<file path="src/sv/mtasg_pkg.sv">
// Shared types, constants and helper functions of the Mersenne Twister generator.
package mtasg_pkg;

	localparam int unsigned TW_N = 624;
	localparam int unsigned TW_M = 397;
	localparam int unsigned FAR_WRAP = TW_N - TW_M;
	localparam int unsigned IDX_W = 10;

	localparam logic [IDX_W-1:0] IDX_LAST = IDX_W'(TW_N - 1);
	localparam logic [IDX_W-1:0] IDX_FULL = IDX_W'(TW_N);

	localparam logic [31:0] SEED_INIT   = 32'd19650218;
	localparam logic [31:0] INIT_MULT   = 32'd1812433253;
	localparam logic [31:0] MIX_MULT_B  = 32'd1664525;
	localparam logic [31:0] MIX_MULT_C  = 32'd1566083941;
	localparam logic [31:0] TW_MATRIX   = 32'h9908b0df;
	localparam logic [31:0] TEMPER_B    = 32'h9d2c5680;
	localparam logic [31:0] TEMPER_C    = 32'hefc60000;
	localparam logic [31:0] TW_UPPER    = 32'h80000000;

	localparam logic [1:0] OP_RESEED = 2'd0;
	localparam logic [1:0] OP_DRAW   = 2'd1;
	localparam logic [1:0] OP_BELOW  = 2'd2;

	typedef struct packed {
		logic [IDX_W-1:0] addr_a;
		logic [IDX_W-1:0] addr_b;
		logic             we;
		logic [IDX_W-1:0] waddr;
		logic [31:0]      wdata;
	} mem_req_t;

	function automatic logic [31:0] temper(input logic [31:0] w);
		logic [31:0] y;
		y = w ^ (w >> 11);
		y = y ^ ((y << 7) & TEMPER_B);
		y = y ^ ((y << 15) & TEMPER_C);
		y = y ^ (y >> 18);
		return y;
	endfunction

	function automatic logic [4:0] lead_zeros(input logic [31:0] v);
		logic [4:0] z;
		z = '0;
		for (int b = 0; b < 32; b++) begin
			if (v[b]) begin
				z = 5'(31 - b);
			end
		end
		return z;
	endfunction

endpackage

</file>
<file path="src/sv/mtasg_core.sv">
// Sequencer of the generator: seeding, table regeneration, tempering and bounded draws.
module mtasg_core (
	input  logic                      clk,
	input  logic                      arst_n,
	input  logic                      req_valid,
	output logic                      req_stall,
	input  logic [1:0]                opcode,
	input  logic [63:0]               seed,
	input  logic [31:0]               bound,
	input  logic                      out_free,
	output logic                      rsp_push,
	output logic [31:0]               rsp_data,
	output mtasg_pkg::mem_req_t       mem_req,
	input  logic [31:0]               rd_a,
	input  logic [31:0]               rd_b
);

	localparam int unsigned IW = mtasg_pkg::IDX_W;

	typedef enum logic [3:0] {
		ST_IDLE,
		ST_SA_MUL,
		ST_SA_ADD,
		ST_MX_MUL,
		ST_MX_WR,
		ST_SEED_TOP,
		ST_RG_PRIME,
		ST_RG_RUN,
		ST_DRAW_CHK,
		ST_DONE
	} state_t;

	state_t          state_q;
	logic [IW-1:0]   idx_q;
	logic [63:0]     key_q;
	logic            key2_q;
	logic            below_q;
	logic [31:0]     bound_q;
	logic [4:0]      shift_q;
	logic [IW-1:0]   i_q;
	logic            j_q;
	logic            phase_c_q;
	logic [IW-1:0]   cnt_q;
	logic [31:0]     p_q;
	logic [31:0]     prod_q;
	logic [31:0]     cur_q;
	logic [31:0]     res_q;
	logic [IW-1:0]   n_q;
	logic [IW-1:0]   n_s1;
	logic            vld_s1;

	logic            accept;
	logic            draw_op;
	logic            idx_full;
	logic [31:0]     y_tmp;
	logic [31:0]     r_below;
	logic            chk_hit;
	logic [31:0]     chk_val;
	logic [31:0]     mix_in;
	logic [31:0]     mx_x;
	logic [31:0]     key_word;
	logic [31:0]     mx_v;
	logic [31:0]     sa_v;
	logic [31:0]     rg_y;
	logic [31:0]     rg_v;
	logic            issue;
	logic [IW-1:0]   nxt_n;
	logic [IW-1:0]   far_n;
	logic            rg_last;

	assign accept   = req_valid && (state_q == ST_IDLE);
	assign req_stall = (state_q != ST_IDLE);
	assign draw_op  = (opcode == mtasg_pkg::OP_DRAW) ||
	                  ((opcode == mtasg_pkg::OP_BELOW) && (bound != 32'd0));
	assign idx_full = (idx_q >= mtasg_pkg::IDX_FULL);

	assign y_tmp   = mtasg_pkg::temper(rd_a);
	assign r_below = y_tmp >> shift_q;
	assign chk_hit = (state_q == ST_DRAW_CHK) && (!below_q || (r_below < bound_q));
	assign chk_val = below_q ? r_below : y_tmp;

	assign rsp_push = out_free && ((state_q == ST_DONE) || chk_hit);
	assign rsp_data = (state_q == ST_DONE) ? res_q : chk_val;

	assign mix_in   = p_q ^ (p_q >> 30);
	assign sa_v     = prod_q + {{(32-IW){1'b0}}, i_q};
	assign mx_x     = rd_a ^ prod_q;
	assign key_word = j_q ? key_q[63:32] : key_q[31:0];
	assign mx_v     = phase_c_q ? (mx_x - {{(32-IW){1'b0}}, i_q})
	                            : (mx_x + key_word + {31'd0, j_q});

	assign rg_y = {cur_q[31], rd_a[30:0]};
	assign rg_v = rd_b ^ (rg_y >> 1) ^ (rg_y[0] ? mtasg_pkg::TW_MATRIX : 32'd0);

	assign issue   = (n_q < mtasg_pkg::IDX_FULL);
	assign nxt_n   = (n_q == mtasg_pkg::IDX_LAST) ? '0 : n_q + 1'b1;
	assign far_n   = (n_q < IW'(mtasg_pkg::FAR_WRAP)) ? n_q + IW'(mtasg_pkg::TW_M)
	                                                  : n_q - IW'(mtasg_pkg::FAR_WRAP);
	assign rg_last = vld_s1 && (n_s1 == mtasg_pkg::IDX_LAST);

	always_comb begin
		mem_req = '0;
		case (state_q)
			ST_IDLE: begin
				if (accept && (opcode == mtasg_pkg::OP_RESEED)) begin
					mem_req.we    = 1'b1;
					mem_req.waddr = '0;
					mem_req.wdata = mtasg_pkg::SEED_INIT;
				end
				mem_req.addr_a = idx_q;
			end
			ST_SA_ADD: begin
				mem_req.we    = 1'b1;
				mem_req.waddr = i_q;
				mem_req.wdata = sa_v;
			end
			ST_MX_MUL: begin
				mem_req.addr_a = i_q;
			end
			ST_MX_WR: begin
				mem_req.we    = 1'b1;
				mem_req.waddr = i_q;
				mem_req.wdata = mx_v;
			end
			ST_SEED_TOP: begin
				mem_req.we    = 1'b1;
				mem_req.waddr = '0;
				mem_req.wdata = mtasg_pkg::TW_UPPER;
			end
			ST_RG_PRIME: begin
				mem_req.addr_a = '0;
			end
			ST_RG_RUN: begin
				if (issue) begin
					mem_req.addr_a = nxt_n;
					mem_req.addr_b = far_n;
				end
				if (vld_s1) begin
					mem_req.we    = 1'b1;
					mem_req.waddr = n_s1;
					mem_req.wdata = rg_v;
				end
			end
			ST_DRAW_CHK: begin
				mem_req.addr_a = idx_q;
			end
			default: begin
				mem_req = '0;
			end
		endcase
	end

	always_ff @(posedge clk or negedge arst_n) begin
		if (!arst_n) begin
			state_q   <= ST_IDLE;
			idx_q     <= mtasg_pkg::IDX_FULL;
			key_q     <= '0;
			key2_q    <= 1'b0;
			below_q   <= 1'b0;
			bound_q   <= '0;
			shift_q   <= '0;
			i_q       <= '0;
			j_q       <= 1'b0;
			phase_c_q <= 1'b0;
			cnt_q     <= '0;
			p_q       <= '0;
			prod_q    <= '0;
			cur_q     <= '0;
			res_q     <= '0;
			n_q       <= '0;
			n_s1      <= '0;
			vld_s1    <= 1'b0;
		end else begin
			case (state_q)
				ST_IDLE: begin
					if (accept) begin
						if (opcode == mtasg_pkg::OP_RESEED) begin
							key_q   <= seed;
							key2_q  <= (seed[63:32] != 32'd0);
							p_q     <= mtasg_pkg::SEED_INIT;
							i_q     <= IW'(1);
							state_q <= ST_SA_MUL;
						end else if (draw_op) begin
							below_q <= (opcode == mtasg_pkg::OP_BELOW);
							bound_q <= bound;
							shift_q <= mtasg_pkg::lead_zeros(bound);
							if (idx_full) begin
								state_q <= ST_RG_PRIME;
							end else begin
								idx_q   <= idx_q + 1'b1;
								state_q <= ST_DRAW_CHK;
							end
						end else begin
							res_q   <= '0;
							state_q <= ST_DONE;
						end
					end
				end
				ST_SA_MUL: begin
					prod_q  <= mtasg_pkg::INIT_MULT * mix_in;
					state_q <= ST_SA_ADD;
				end
				ST_SA_ADD: begin
					if (i_q == mtasg_pkg::IDX_LAST) begin
						p_q       <= mtasg_pkg::SEED_INIT;
						i_q       <= IW'(1);
						j_q       <= 1'b0;
						cnt_q     <= mtasg_pkg::IDX_FULL;
						phase_c_q <= 1'b0;
						state_q   <= ST_MX_MUL;
					end else begin
						p_q     <= sa_v;
						i_q     <= i_q + 1'b1;
						state_q <= ST_SA_MUL;
					end
				end
				ST_MX_MUL: begin
					prod_q  <= (phase_c_q ? mtasg_pkg::MIX_MULT_C : mtasg_pkg::MIX_MULT_B) * mix_in;
					state_q <= ST_MX_WR;
				end
				ST_MX_WR: begin
					p_q <= mx_v;
					i_q <= (i_q == mtasg_pkg::IDX_LAST) ? IW'(1) : i_q + 1'b1;
					j_q <= key2_q ? ~j_q : 1'b0;
					if (cnt_q == IW'(1)) begin
						if (!phase_c_q) begin
							phase_c_q <= 1'b1;
							cnt_q     <= mtasg_pkg::IDX_LAST;
							state_q   <= ST_MX_MUL;
						end else begin
							state_q <= ST_SEED_TOP;
						end
					end else begin
						cnt_q   <= cnt_q - 1'b1;
						state_q <= ST_MX_MUL;
					end
				end
				ST_SEED_TOP: begin
					idx_q   <= mtasg_pkg::IDX_FULL;
					res_q   <= '0;
					state_q <= ST_DONE;
				end
				ST_RG_PRIME: begin
					n_q     <= '0;
					vld_s1  <= 1'b0;
					state_q <= ST_RG_RUN;
				end
				ST_RG_RUN: begin
					cur_q <= rd_a;
					if (issue) begin
						n_s1   <= n_q;
						n_q    <= n_q + 1'b1;
						vld_s1 <= 1'b1;
					end else begin
						vld_s1 <= 1'b0;
					end
					if (rg_last) begin
						idx_q   <= IW'(1);
						state_q <= ST_DRAW_CHK;
					end
				end
				ST_DRAW_CHK: begin
					if (chk_hit) begin
						if (out_free) begin
							state_q <= ST_IDLE;
						end else begin
							res_q   <= chk_val;
							state_q <= ST_DONE;
						end
					end else if (idx_full) begin
						state_q <= ST_RG_PRIME;
					end else begin
						idx_q <= idx_q + 1'b1;
					end
				end
				ST_DONE: begin
					if (out_free) begin
						state_q <= ST_IDLE;
					end
				end
				default: begin
					state_q <= ST_IDLE;
				end
			endcase
		end
	end

endmodule

</file>
<file path="config.mk">
export PLATFORM = sky130hd
export DESIGN_NAME = mtasg_core
export DESIGN_NICKNAME = d
export VERILOG_FILES = /design/src/sv/mtasg_pkg.sv /design/src/sv/mtasg_core.sv
export SDC_FILE = /design/constraint.sdc
export NUM_CORES = 2
export LEC_CHECK = 0
export BUFFER_PORTS_ARGS = -buffer_cell sky130_fd_sc_hd__buf_2
export CORE_MARGIN = 2
export CORE_UTILIZATION = 45
export CTS_BUF_LIST = sky130_fd_sc_hd__clkbuf_4 sky130_fd_sc_hd__clkbuf_8
export DETAILED_ROUTE_END_ITERATION = 8
export GPL_TIMING_DRIVEN = 0
export PLACE_DENSITY = 0.76
export SLEW_MARGIN = 15
export SYNTH_ARGS = -nofsm -noshare
export SYNTH_HDL_FRONTEND = slang
export SYNTH_SLANG_ARGS = --single-unit
</file>
<file path="constraint.sdc">
create_clock -name clk -period 7.5 [get_ports clk]
set_input_delay 1.125 -clock clk [delete_from_list [all_inputs] [get_ports clk]]
set_output_delay 1.125 -clock clk [all_outputs]
set_load 0.01 [all_outputs]
</file>
==> flow_summary.ini <==
[place]
dp_slack_ns = -2.70
dpl.hpwl_um = 114000
place_congestion = 1.02
io_buffers = 244

[yosys]
synth_seq_area_share = 0.166
synth_edf_count = 0
syn_inst = 4389
synth-main-ff-cell = dfrtp_1
syn_area_um2 = 38800
ys_types = 88
ys.warnings.count = 0
ys_ff_latch = 257
avgSynthCellArea_um2 = 8.84
async_flop_share = 1.00

[routing]
ant_nets = 0
wl_per_cell_um = 24.0
drc_errors = 0
vias = 34500
drt_iter0_drc = 3611
first_pass_iters = 8
via_per_inst = 5.84
finalWirelength_um = 141000

[sta]
fmax_mhz = 134
rsz0062_at_grt = true
worstMarginPinSlew_ns = 1.13
finalCriticalPeriod_ns = 7.45
finalWorstSetupSlack_ns = 0.0463
skew_ns = 0.0412
setup-violations-final = 0
fin_crit_sh = 0.994
drv_slew = 0
max_slew_margin = 0.245
hold_viol = 0
setup_tns_ns = 0

[die]
initial_core_util = 0.455
die_area_um2 = 88600
fp.dieH_um = 298
rows = 107
io-pin-count = 263
die_w_um = 298
core_area_um2 = 85300

[grt]
grt-ovfl-total = 0
grt_pass1_vias = 35100
grt_pass1_wl_um = 210000
track_usage = 0.312
grt_max_degree = 105
antenna_found_initial = 6

[job]
max-cap-violations = 0

[finish]
layout.nets = 5776
syn_to_final_growth_pct = 12.9
nFillCells = 7833
regArea_um2 = 6480
drive_above_1_share = 0.132
multi_input_area_um2 = 29900

[run_status]
status = finished, final reports clean

[clock_tree]
clockRootBuffer = clkbuf_8
h-tree-depth = 2
cts_max_path_buffers = 3
cts_tree = built
clkSlewWorstSetupHoldPaths_ns = 0.06
hold_buffers = 0
cts_made_buffers = 41
cts_sinks = 257
clock_latency_ns = 0.62

[critical_path]
critPathMaxFanout = 5
critPathCaptureType = primary output
critPathKind = input pin to primary output
arrival_ns = 6.33
cp-start-kind = input pin
required_ns = 6.38

[worst_hold_path]
hold_path.class = flip-flop to flip-flop

[power_and_ir_drop]
ir_drop_mv = 0.916
powerDensity_nw_per_um2 = 351
leakagePower_nw = 21.9
[critical path: stages]
cell and delay (ns):
buf_2 0.26, xnor3_1 0.56, xnor3_1 0.46, mux2i_1 0.21
nor2_1 0.12, a21oi_1 0.06, a21oi_1 0.61, o22a_1 0.26
a22o_1 0.24, inv_1 0.07, ha_1 0.31, nand2_1 0.06
o21ai_0 0.14, a21oi_1 0.10, o21ai_0 0.23, a21oi_2 0.14
nand4_1 0.17, nand4_1 0.16, a21oi_1 0.47, o21ai_0 0.21
and2_1 0.21, buf_2 0.13
[state kept, by name, summed over array words and instances, names as in the netlist]
register / cells
n_q: 10
p_q: 32
i_q: 10
j_q: 1
cur_q: 1
cnt_q: 10
idx_q: 10
key2_q: 1
phase_c_q: 1
prod_q: 32
bound_q: 32
vld_s1: 1
state_q: 4
n_s1: 10
res_q: 32
shift_q: 5
below_q: 1
key_q: 64
[final timing paths]
path,startpoint,end,slack (ns),cells after the start
max in group asynchronous,arst_n,phase_c_q,5.86,2
min in group asynchronous,arst_n,res_q[22],0.54,1
setup reg to reg,phase_c_q,prod_q[23],0.07,25
hold / removal,key_q[30],key_q[30],0.47,2
hold reg to reg,key_q[30],key_q[30],0.47,2
setup / recovery,rd_a[12],rsp_push,0.05,22
[metrics by stage]
stage	hold slack [ns]	cell area, um2	utilization	cells	power [W]
after detailed placement	0.459	41600	0.488	5797	0.0117
after CTS	0.474	43100	0.505	5878	0.0138
after global routing	0.491	43800	0.513	5901	0.0164
final	0.470	43800	0.514	5905	0.0154
after global placement	0.454	41500	0.487	5793	0.0116
after floorplan	0.440	38800	-	4405	0.00834
[report_power, final]
part           internal [W]  total (W)  leakage [nW]  switching (W)
Combinational       0.00494     0.0123          18.1        0.00740
Sequential          0.00141    0.00144          3.21      0.0000359
Clock              0.000918    0.00157         0.539       0.000653
[logic make-up (layout without fill, tap and decap cells)]
kind of cell | Yosys count | after routing | share of synthesized area
XOR/XNOR | 363 | 363 | 0.0885
flip-flops | 257 | 257 | 0.166
adder cells (fa/ha/maj) | 888 | 888 | 0.362
other | 2 | 23 | 0.000194
buffers and inverters | 829 | 1180 | 0.0818
AO/OA/AOI/OAI | 801 | 801 | 0.136
multiplexers | 123 | 123 | 0.0382
AND/OR/NAND/NOR | 1126 | 1126 | 0.127
[synth_stat cells, types with 28 or more instances]
cell type / n / area (um2)
nor3_1: 40 / 200
xor2_1: 114 / 998
a21oi_1: 185 / 926
ha_1: 494 / 6180
xnor2_1: 231 / 2020
and2_1: 30 / 188
clkbuf_1: 143 / 537
nor4_1: 29 / 181
a22oi_1: 36 / 270
inv_1: 636 / 2390
dfrtp_1: 253 / 6330
mux2_2: 70 / 788
nor2b_1: 29 / 181
o21ai_0: 193 / 966
o211ai_1: 30 / 225
nand3_1: 52 / 260
nor2_1: 304 / 1140
a21o_1: 70 / 526
o2bb2ai_1: 29 / 254
fa_1: 392 / 7850
nand4_1: 30 / 188
and3_1: 28 / 175
nand2_1: 506 / 1900
mux2i_1: 40 / 400
[timing repair]
| item | in CTS | in global routing |
|---|---|---|
| resized for setup | 111 | 125 |
| pin swaps | 5 | 39 |
| buffers inserted | 8 | 23 |
| gates cloned | 0 | 1 |
| setup endpoints to repair | 25 | 15 |
[area by class of cell]
cell class	count	area share
diodes	5	0.000286
repair buffers	279	0.0354
plain buffers	184	0.0215
clock inverters	19	0.00720
clock buffers	56	0.0167
multi-input cells	3319	0.683
flip-flops and latches	257	0.148
inverters	642	0.0557
well taps	1144	0.0327
[cell usage in the layout, fill, tap and decap left out, types with 34 or more instances in the layout]
cell	n
a21o_1	70
a21oi_1	181
a22oi_1	36
buf_2	257
buf_4	34
clkbuf_1	123
clkbuf_8	51
dfrtp_1	236
fa_1	386
ha_1	485
inv_1	630
mux2_2	70
mux2i_1	40
nand2_1	498
nand3_1	51
nor2_1	280
nor3_1	39
o21ai_0	189
xnor2_1	221
xor2_1	111
[routing by layer]
metal	vias up	wire, um	part of all wire	GRT usage
met5	-	23	0.00016	0
met1	16800	54200	0.38	0.391
li1	15300	-	-	-
met2	1898	63600	0.45	0.500
met4	4	9200	0.065	0.169
met3	461	14500	0.10	0.0700
No activity file was read; power rests on OpenSTA's default activity.
